$ cat src/design/ppt_ram.sv
module ppt_ram #(
	parameter int WIDTH = 8,
	parameter int DEPTH = 16
) (
	input  logic                     clk,
	input  logic                     wr_en,
	input  logic [$clog2(DEPTH)-1:0] wr_addr,
	input  logic [WIDTH-1:0]         wr_data,
	input  logic [$clog2(DEPTH)-1:0] rd_addr,
	output logic [WIDTH-1:0]         rd_data
);

	logic [WIDTH-1:0] mem [DEPTH];

	// write port and registered read
	always_ff @(posedge clk) begin
		if (wr_en)
			mem[wr_addr] <= wr_data;
		rd_data <= mem[rd_addr];
	end

endmodule

$ cat config.mk
export PLATFORM = sky130hd
export DESIGN_NAME = ppt_ram
export DESIGN_NICKNAME = d
export VERILOG_FILES = /design/src/design/ppt_ram.sv
export SDC_FILE = /design/constraint.sdc
export NUM_CORES = 1
export LEC_CHECK = 0
export BUFFER_PORTS_ARGS = -buffer_cell sky130_fd_sc_hd__buf_2
export CELL_PAD_IN_SITES_DETAIL_PLACEMENT = 2
export CELL_PAD_IN_SITES_GLOBAL_PLACEMENT = 2
export CORE_UTILIZATION = 52
export DETAILED_ROUTE_END_ITERATION = 6
export GPL_TIMING_DRIVEN = 0
export PLACE_DENSITY_LB_ADDON = 0.2
export SLEW_MARGIN = 20
export SYNTH_ARGS = -nofsm -noshare
export SYNTH_HDL_FRONTEND = slang
export SYNTH_SLANG_ARGS = --single-unit
$ cat constraint.sdc
create_clock -name clk -period 3.9 [get_ports clk]
set_input_delay 0.78 -clock clk [delete_from_list [all_inputs] [get_ports clk]]
set_output_delay 0.78 -clock clk [all_outputs]
set_load 0.05 [all_outputs]
### Word level (Yosys, flattened, before mapping)

Memory sizes are Yosys's and may differ from the RTL's. A register that Yosys moved wholly into a read port is not among the register bits.
Cells that the tools add are included.

* register bits after elaboration: 0
* bits in latches: 0
* bits in writable memories: 128
* ROM bits: 0
* output and inout port bits: 8
* logic and storage cells: 3
* memories: 1

Memory list
* mem: words 16, bits a word 8, read ports 1, clocked after Yosys merged registers in 1, wr ports 1, line 13 `logic [WIDTH-1:0] mem [DEPTH];`

* add/subtract/negate cells: 0
* multiply operators: 0
* divide/modulo/power cells: 0
* order comparisons: 0
* equality and inequality tests: 0
* shift-type cells: 0
* mux-type cells: 2
* bitwise operators: 0
* reductions and logical operators: 0

Operator list (number)
* 1-bit two-way mux: 2

### Depth between registers and ports, before layout

Gate-level depths: netlist of run 1.

* word-level depth: 2
* depth in mapped cells: 5

### Worst setup path before layout of run 1

No wires, ideal clock.

* path kind: input-to-reg
* start: in wr_addr[2]
* end: mem mem[0][0], enable pin
* setup time: 0.383 ns
* arrival: 1.890 ns
* required time: 3.517 ns
* slack: 1.627 ns
* stages: 2
* path through: or3b_2 nor3_1

RTL lines
* start: declaration: line 7 `input logic [$clog2(DEPTH)-1:0] wr_addr,`
* end: declaration: line 13

No word-level cell before the write port.

### Worst setup path after layout of run 1

* start: in wr_addr[2]
* end: mem mem[1][6], enable pin

No word-level cell before the write port.

==> key figures, run 1 <==
Yosys
  – Number of synthesized flops with an enable pin: 128
  – Syn nets: 247
  – Most frequent cell after synthesis: edfxtp_1
  – Post-synth top area share: 74.67%
  – #FFs+latches synth: 136
  – Ys flop type: edfxtp_1
  – Mapped Cells: 229
  – Post-Syn Area: 5147 sq um
  – Area leader, netlist: edfxtp_1
  – Synth Warn #: 0
  – Seq/Total Area, Yosys: 77.78%
  – Avg Inst Size Synth: 22.48 sq um
  – Ys async rst share: 0%
  – Post-synth top cells: edfxtp_1 (128), mux4_2 (18), a22oi_1 (16)
  – Unique masters post-synth: 19
  – Top post-synthesis cells by area: edfxtp_1 (75%), mux4_2 (7.9%), mux4_1 (7.1%)

Worst setup path
  – Reg2reg path depth: 3
  – Crit Path Class: input pin to flop
  – CP Max Fanout: 8
  – Startpoint Class: input pin
  – Worst Setup End Kind: flop
  – Crit path DAT: 2190 ps
  – Reg2Reg Setup Slack: 2290 ps
  – Crit-path cells: buf_2 -> or3b_2 -> nor2_1
  – Worst R2R End: rd_data[1]
  – Crit path buf inv count: 1
  – Stages on worst setup path: 3
  – Slowest CP cell: nor2_1
  – Slowest stage delay, CP: 740 ps
  – Crit. Startpoint: wr_addr[2]
  – Crit path max-delay family: simple AND/OR/NAND/NOR gates
  – Reg2reg start: mem[1][1]
  – Setup crit end: mem[1][6]
  – Worst Path Required: 4070 ps

STA
  – Worst slew pin tran: 934.8 ps
  – Clock skew: 13.70 ps
  – Fin Setup TNS: 0 ps
  – Minimum clock period after layout: 2027 ps
  – Worst hold slack: 650.0 ps
  – Unrepaired setup endpoints after global routing: no
  – Period utilisation layout: 51.97%
  – Final hold viol count: 0
  – Setup violations, final: 0
  – Final WS setup: 1873 ps
  – Peak Freq: 493.4 MHz
  – Max-slew violations: 0
  – Relative slew slack: 37.45%

Place
  – Pre-CTS WS: 1373 ps
  – Placer Congestion: 0.6980
  – Port Buffers: 24
  – Post-DP HPWL: 7909 um

Layout
  – ANT cells: 0
  – Nets: 290
  – Fill cell count: 689
  – Reg area: 4004 sq um
  – Fin util: 64.13%
  – Share of post-route cells with drive strength above 1: 30.18%
  – Layout area overhead: 17.31%
  – Multi-input logic area: 1077 sq um

Route
  – Wl on met1: 5933 um
  – Met3 wire length: 1275 um
  – Drt initial violations: 267
  – Vias per std cell: 6.374
  – DR WL/cell: 35.77 um
  – Antenna viol nets, final: 0
  – Final wirelength: 14810 um
  – Top layer used by detailed routing: met4
  – Vias: 2639
  – Drt pass-1 iters: 4
  – # DRC: 0
  – Met2 Wirelength: 7150 um

Clock tree
  – Worst-skew pair later-pin latency: 550 ps
  – CTS Root Buffer Type: clkbuf_8
  – Max H-tree Level: 4
  – CTS Buffer Depth: 2
  – Number of CTS-inserted buffers: 17
  – Worst-path clk slew: 70 ps
  – Post-CTS Resized: 0
  – Clk sink count: 136
  – CTS tree: done
  – Post-CTS Setup Bufs: 0
  – Cts hold-fix bufs: 0

Die
  – IO Pins: 26
  – Die width: 101.5 um
  – Core ar.: 9415 sq um
  – Num rows: 35
  – Die H: 101.5 um
  – Die area: 10300 sq um
  – Initial Util: 54.67%

Power and ir drop
  – Cell Pwr Density: 582.5 nW/um^2
  – Power Total: 3.517 mW
  – Worst vdd ir: 0.0004677 V
  – Lkg Pwr: 2.029 nW

Global route
  – Largest net degree at the start of global routing: 17
  – Congestion Overflow GR: 0
  – Initial antenna violation count: 0
  – Number of global-route vias before repair: 2809
  – Overall routing resource usage: 32.25%
  – First-pass GRT wire length: 20990 um

Job
  – Maxcap violations: 0

Outcome
  – Status: complete, no violations

Worst hold path
  – Hold crit path type: input pin to flop
  – Hold depth: 1
layer usage:
layer | vias to the layer above | track usage (%)
met2 | 130 | 48.25
met1 | 1419 | 43.90
met4 | 0 | 12.49
li1 | 1063 | -
met5 | - | 0
met3 | 27 | 11.59
how the worst min path moves through the flow:
stage | end | slack [ps] | start
after floorplan | rd_data[0] | 630 | mem[7][0]
after global placement | rd_data[1] | 660 | mem[11][1]
after detailed placement | rd_data[1] | 690 | mem[8][1]
after CTS | mem[3][6] | 620 | wr_data[6]
after global routing | mem[0][6] | 630 | wr_data[6]
final | mem[3][6] | 650 | wr_data[6]
sequential cells by signal, summed over array words and instances (netlist names):
signal	count
mem	128
rd_data	8
metrics by stage:
| step | instances | area [sq um] |
|---|---|---|
| after global placement | 382 | 5429 |
| after detailed placement | 382 | 5449 |
| after global routing | 414 | 6038 |
| after floorplan | 229 | 5147 |
| final | 414 | 6038 |
| after CTS | 414 | 6038 |
cell type report:
class	count	share of cell area, %
tap	129	2.673
multi-input combinational	83	17.84
timing repair buffer	24	1.989
buffer	10	1.430
clock inverter	14	2.839
sequential	136	66.31
clock buffer	18	6.921
cell usage in the layout, fill, tap and decap left out:
cell type and instances:
a22oi_1 16, and2_1 1, and2b_1 1, buf_2 27, buf_4 1, buf_6 3, bufinv_16 3, clkbuf_1 1
clkbuf_16 16, clkbuf_8 1, clkdlybuf4s25_2 3, clkinv_1 2, clkinv_2 1, clkinv_4 3, clkinvlp_4 1, dfxtp_1 8
edfxtp_1 128, inv_6 4, mux4_1 14, mux4_2 18, nand2_1 9, nand2b_1 2, nand3_1 1, nand3b_1 2
nor2_1 13, nor2b_1 1, nor3_2 4, or3b_2 1
cell families (layout without fill, tap and decap cells):
| kind of cell | Yosys count | in the layout | synth area share [%] |
|---|---|---|---|
| compound gates | 16 | 16 | 2.334 |
| simple gates | 35 | 35 | 3.184 |
| flops | 136 | 136 | 77.78 |
| buf+inv | 10 | 66 | 1.677 |
| mux | 32 | 32 | 15.02 |
power by group:
group | internal (mW) | switching, mW
logic | 0.0653 | 0.145
registers | 1.63 | 0.0144
clock network | 0.980 | 0.678
total | 2.68 | 0.837
worst reg2reg max path, delay by kind of cell, from the launching register on:
| family | cells | cell delay, ps |
|---|---|---|
| multiplexers | 1 | 580 |
| flip-flops | 1 | 420 |
| AO/OA/AOI/OAI | 1 | 350 |
| AND/OR/NAND/NOR | 1 | 130 |
No activity file was read; power rests on OpenSTA's default activity.
==> inputs of run 2 (changes only) <==
--- a/config.mk
+++ b/config.mk
@@ -5,10 +5,11 @@
 export SDC_FILE = /design/constraint.sdc
 export NUM_CORES = 1
 export LEC_CHECK = 0
+export ABC_AREA = 1
 export BUFFER_PORTS_ARGS = -buffer_cell sky130_fd_sc_hd__buf_2
 export CELL_PAD_IN_SITES_DETAIL_PLACEMENT = 2
 export CELL_PAD_IN_SITES_GLOBAL_PLACEMENT = 2
-export CORE_UTILIZATION = 52
+export CORE_UTILIZATION = 40
 export DETAILED_ROUTE_END_ITERATION = 6
 export GPL_TIMING_DRIVEN = 0
 export PLACE_DENSITY_LB_ADDON = 0.2
==> constraint.sdc (replaced) <==
create_clock -name clk -period 2 [get_ports clk]
set_input_delay 0.4 -clock clk [delete_from_list [all_inputs] [get_ports clk]]
set_output_delay 0.4 -clock clk [all_outputs]
set_load 0.05 [all_outputs]
==> run 2 against run 1 <==
Net effect:
- synthesized cell count is 140% higher
- clock skew fell by 8.2 ps
- cell area is 11% higher
- sequential share of layout area decreased by 6.4 points
- wire length is 26% higher
- core utilization is 16 points lower
- synthesized area grew 12%
- largest power group is now sequential cells
- power up 95%
==> key figures, run 2 <==
Outcome
  – Status: complete, no violations (unchanged)

STA
  – Peak Freq: 656.0 MHz
  – Worst slew pin tran: 1025 ps (was 934.8 ps)
  – Setup violations, final: 0 (unchanged)
  – Max-slew violations: 0 (unchanged)
  – Minimum clock period after layout: 1524 ps
  – Worst hold slack: 397.8 ps (was 650.0 ps)
  – Final hold viol count: 0 (unchanged)
  – Clock skew: 5.475 ps (was 13.70 ps)
  – Unrepaired setup endpoints after global routing: no (unchanged)
  – Relative slew slack: 31.41% (was 37.45%)
  – Fin Setup TNS: 0 ps (unchanged)
  – Period utilisation layout: 76.22%

Worst setup path
  – Reg2reg start: mem[11][2] (was mem[1][1])
  – Crit Path Class: input pin to flop (unchanged)
  – Crit path DAT: 1570 ps (was 2190 ps)
  – Reg2Reg Setup Slack: 860 ps (was 2290 ps)
  – Crit-path cells: buf_2 -> nand3b_1 -> nor2_1 (was buf_2 -> or3b_2 -> nor2_1)
  – Worst R2R End: rd_data[2] (was rd_data[1])
  – Reg2reg path depth: 6 (was 3)
  – Worst Setup End Kind: flop (unchanged)
  – Slowest stage delay, CP: 810 ps (was 740 ps)
  – Slowest CP cell: nor2_1 (unchanged)
  – Worst Path Required: 2050 ps (was 4070 ps)
  – Startpoint Class: input pin (unchanged)
  – CP Max Fanout: 8 (unchanged)

Route
  – Antenna viol nets, final: 0 (unchanged)
  – Drt pass-1 iters: 5 (was 4)
  – Vias per std cell: 5.269 (was 6.374)
  – Drt initial violations: 282 (was 267)
  – DR WL/cell: 23.85 um (was 35.77 um)
  – Final wirelength: 18720 um (was 14810 um)
  – Vias: 4136 (was 2639)
  – # DRC: 0 (unchanged)

Global route
  – Congestion Overflow GR: 0 (unchanged)
  – Gr busiest metal: met2 (unchanged)
  – Initial antenna violation count: 0 (unchanged)
  – Number of global-route vias before repair: 4462 (was 2809)
  – Met2 Use GR: 44.63% (was 48.25%)
  – GR Util met3: 4.588% (was 11.59%)
  – Met1 track demand over resource: 37.23% (was 43.90%)
  – Overall routing resource usage: 27.82% (was 32.25%)
  – Largest net degree at the start of global routing: 17 (unchanged)
  – First-pass GRT wire length: 28450 um (was 20990 um)

Yosys
  – Mapped Cells: 551 (was 229)
  – Unique masters post-synth: 12 (was 19)
  – Most frequent cell after synthesis: nand2_1 (was edfxtp_1)
  – Number of synthesized flops with an enable pin: 128 (unchanged)
  – Post-Syn Area: 5767 sq um (was 5147 sq um)
  – Seq/Total Area, Yosys: 69.43% (was 77.78%)
  – Avg Inst Size Synth: 10.47 sq um (was 22.48 sq um)
  – Area leader, netlist: edfxtp_1 (unchanged)
  – Ys flop type: edfxtp_1 (unchanged)
  – Synth Warn #: 0 (unchanged)
  – #FFs+latches synth: 136 (unchanged)
  – Syn nets: 569 (was 247)
  – Ys async rst share: 0% (unchanged)
  – Post-synth top area share: 66.65% (was 74.67%)
  – Post-synth top cells: nand2_1 (173), edfxtp_1 (128), inv_1 (100) (was edfxtp_1 (128), mux4_2 (18), a22oi_1 (16))
  – Top post-synthesis cells by area: edfxtp_1 (67%), nand2_1 (11%), nand3_1 (8.4%) (was edfxtp_1 (75%), mux4_2 (7.9%), mux4_1 (7.1%))

Power and ir drop
  – Power Total: 6.873 mW (was 3.517 mW)
  – Register share of total power: 46.7% (was 46.9%)
  – Share of total power in the clock network: 45.8% (was 47.2%)
  – Comb pwr share: 7.5% (was 6.0%)
  – Pint: 5.249 mW (was 2.680 mW)
  – Sw Ratio: 23.63% (was 23.80%)
  – Lkg Pwr: 2.881 nW (was 2.029 nW)
  – Cell Pwr Density: 1027 nW/um^2 (was 582.5 nW/um^2)
  – Worst vdd ir: 0.0005107 V (was 0.0004677 V)
  – Net load switching power: 1.624 mW (was 0.8369 mW)

Clock tree
  – Post-CTS Resized: 0 (unchanged)
  – Cts hold-fix bufs: 0 (unchanged)
  – Worst-path clk slew: 60 ps (was 70 ps)
  – Number of CTS-inserted buffers: 17 (unchanged)
  – Worst-skew pair later-pin latency: 430 ps (was 550 ps)
  – Max H-tree Level: 4 (unchanged)
  – Post-CTS Setup Bufs: 0 (unchanged)
  – Clk sink count: 136 (unchanged)
  – CTS tree: done (unchanged)
  – CTS Buffer Depth: 2 (unchanged)
  – CTS Root Buffer Type: clkbuf_16 (was clkbuf_8)

Layout
  – Most frequent cells in the layout: nand2_1 (173), edfxtp_1 (128), inv_1 (100) (was edfxtp_1 (128), buf_2 (27), mux4_2 (18))
  – Layout area overhead: 15.99% (was 17.31%)
  – Biggest register: mem (unchanged)
  – Nets: 610 (was 290)
  – Most common cell after layout, fill and taps aside: nand2_1 (was edfxtp_1)
  – Max reg flops: 128 (unchanged)
  – Largest regs: mem: 128 flops, rd_data: 8 flops (unchanged)
  – ANT cells: 0 (unchanged)
  – Share of post-route cells with drive strength above 1: 12.40% (was 30.18%)

Die
  – Num rows: 43 (was 35)
  – Die width: 122.1 um (was 101.5 um)
  – IO Pins: 26 (unchanged)
  – Core ar.: 13990 sq um (was 9415 sq um)
  – Die H: 122.1 um (was 101.5 um)
  – Die area: 14900 sq um (was 10300 sq um)
  – Initial Util: 41.23% (was 54.67%)

Worst hold path
  – Hold depth: 1 (unchanged)
  – Hold crit path type: input pin to flop (unchanged)
  – Hold EP: mem[11][2] (was mem[3][6])
  – Critical hold path startpoint: wr_data[2] (was wr_data[6])

Place
  – Post-DP HPWL: 12310 um (was 7909 um)
  – Port Buffers: 22 (was 24)
  – Placer Congestion: 0.7984 (was 0.6980)

Job
  – Maxcap violations: 0 (unchanged)
run 2: cell families after synthesis:
kind of cell / Yosys count / share of synthesized area [%]
buf+inv: 126 / 9.525
flops: 136 / 69.43
simple gates: 289 / 21.05
run 2: worst max path at each step:
stage	cells past startpoint	startpoint	slack [ps]	end
finish	3	wr_addr[3]	480	mem[4][6]
CTS	3	wr_addr[3]	470	mem[4][3]
floorplan	2	wr_addr[2]	650	mem[10][0]
global route	3	wr_addr[3]	420	mem[4][4]
global placement	3	wr_addr[3]	80	mem[7][0]
detailed placement	3	wr_addr[3]	9	mem[4][7]
run 2: final cells by class:
type / instances / area (sq um)
inverter: 102 / 382.9
multi-input combinational: 289 / 1214
tap: 180 / 225.2
timing repair buffer: 22 / 110.1
clock buffer: 18 / 429.2
sequential: 136 / 4004
buffer: 24 / 166.4
fill: 1445 / 7300
clock inverter: 14 / 157.7
run 2: metrics by stage:
stage	util, %	setup slack, ps	area, sq um	std cells
2_1_floorplan	-	649.2	5767	551
5_1_grt	47.82	416.1	6689	785
3_3_place_gp	43.62	82.61	6102	753
3_5_place_dp	43.62	8.650	6102	753
6_report	47.82	475.7	6689	785
4_1_cts	47.82	471.9	6689	785
run 2: routing by layer:
| layer | up-vias | wire length (um) |
|---|---|---|
| met5 | - | 0 |
| met4 | 0 | 533 |
| met3 | 35 | 828 |
| met2 | 133 | 9088 |
| met1 | 2109 | 8273 |
| li1 | 1859 | - |
run 2: power by group through the flow:
stage	combinational (mW)	sequential (mW)	clock, mW
floorplan	0.225	3.33	0
global placement	0.486	3.26	0
detailed placement	0.508	3.27	0
CTS	0.520	3.21	3.19
global route	0.556	3.21	3.31
finish	0.518	3.21	3.15
run 2: worst max-delay path: cells and delay by family:
family / cells / cell delay [ps]
buf+inv: 1 / 120
simple gates: 2 / 1050
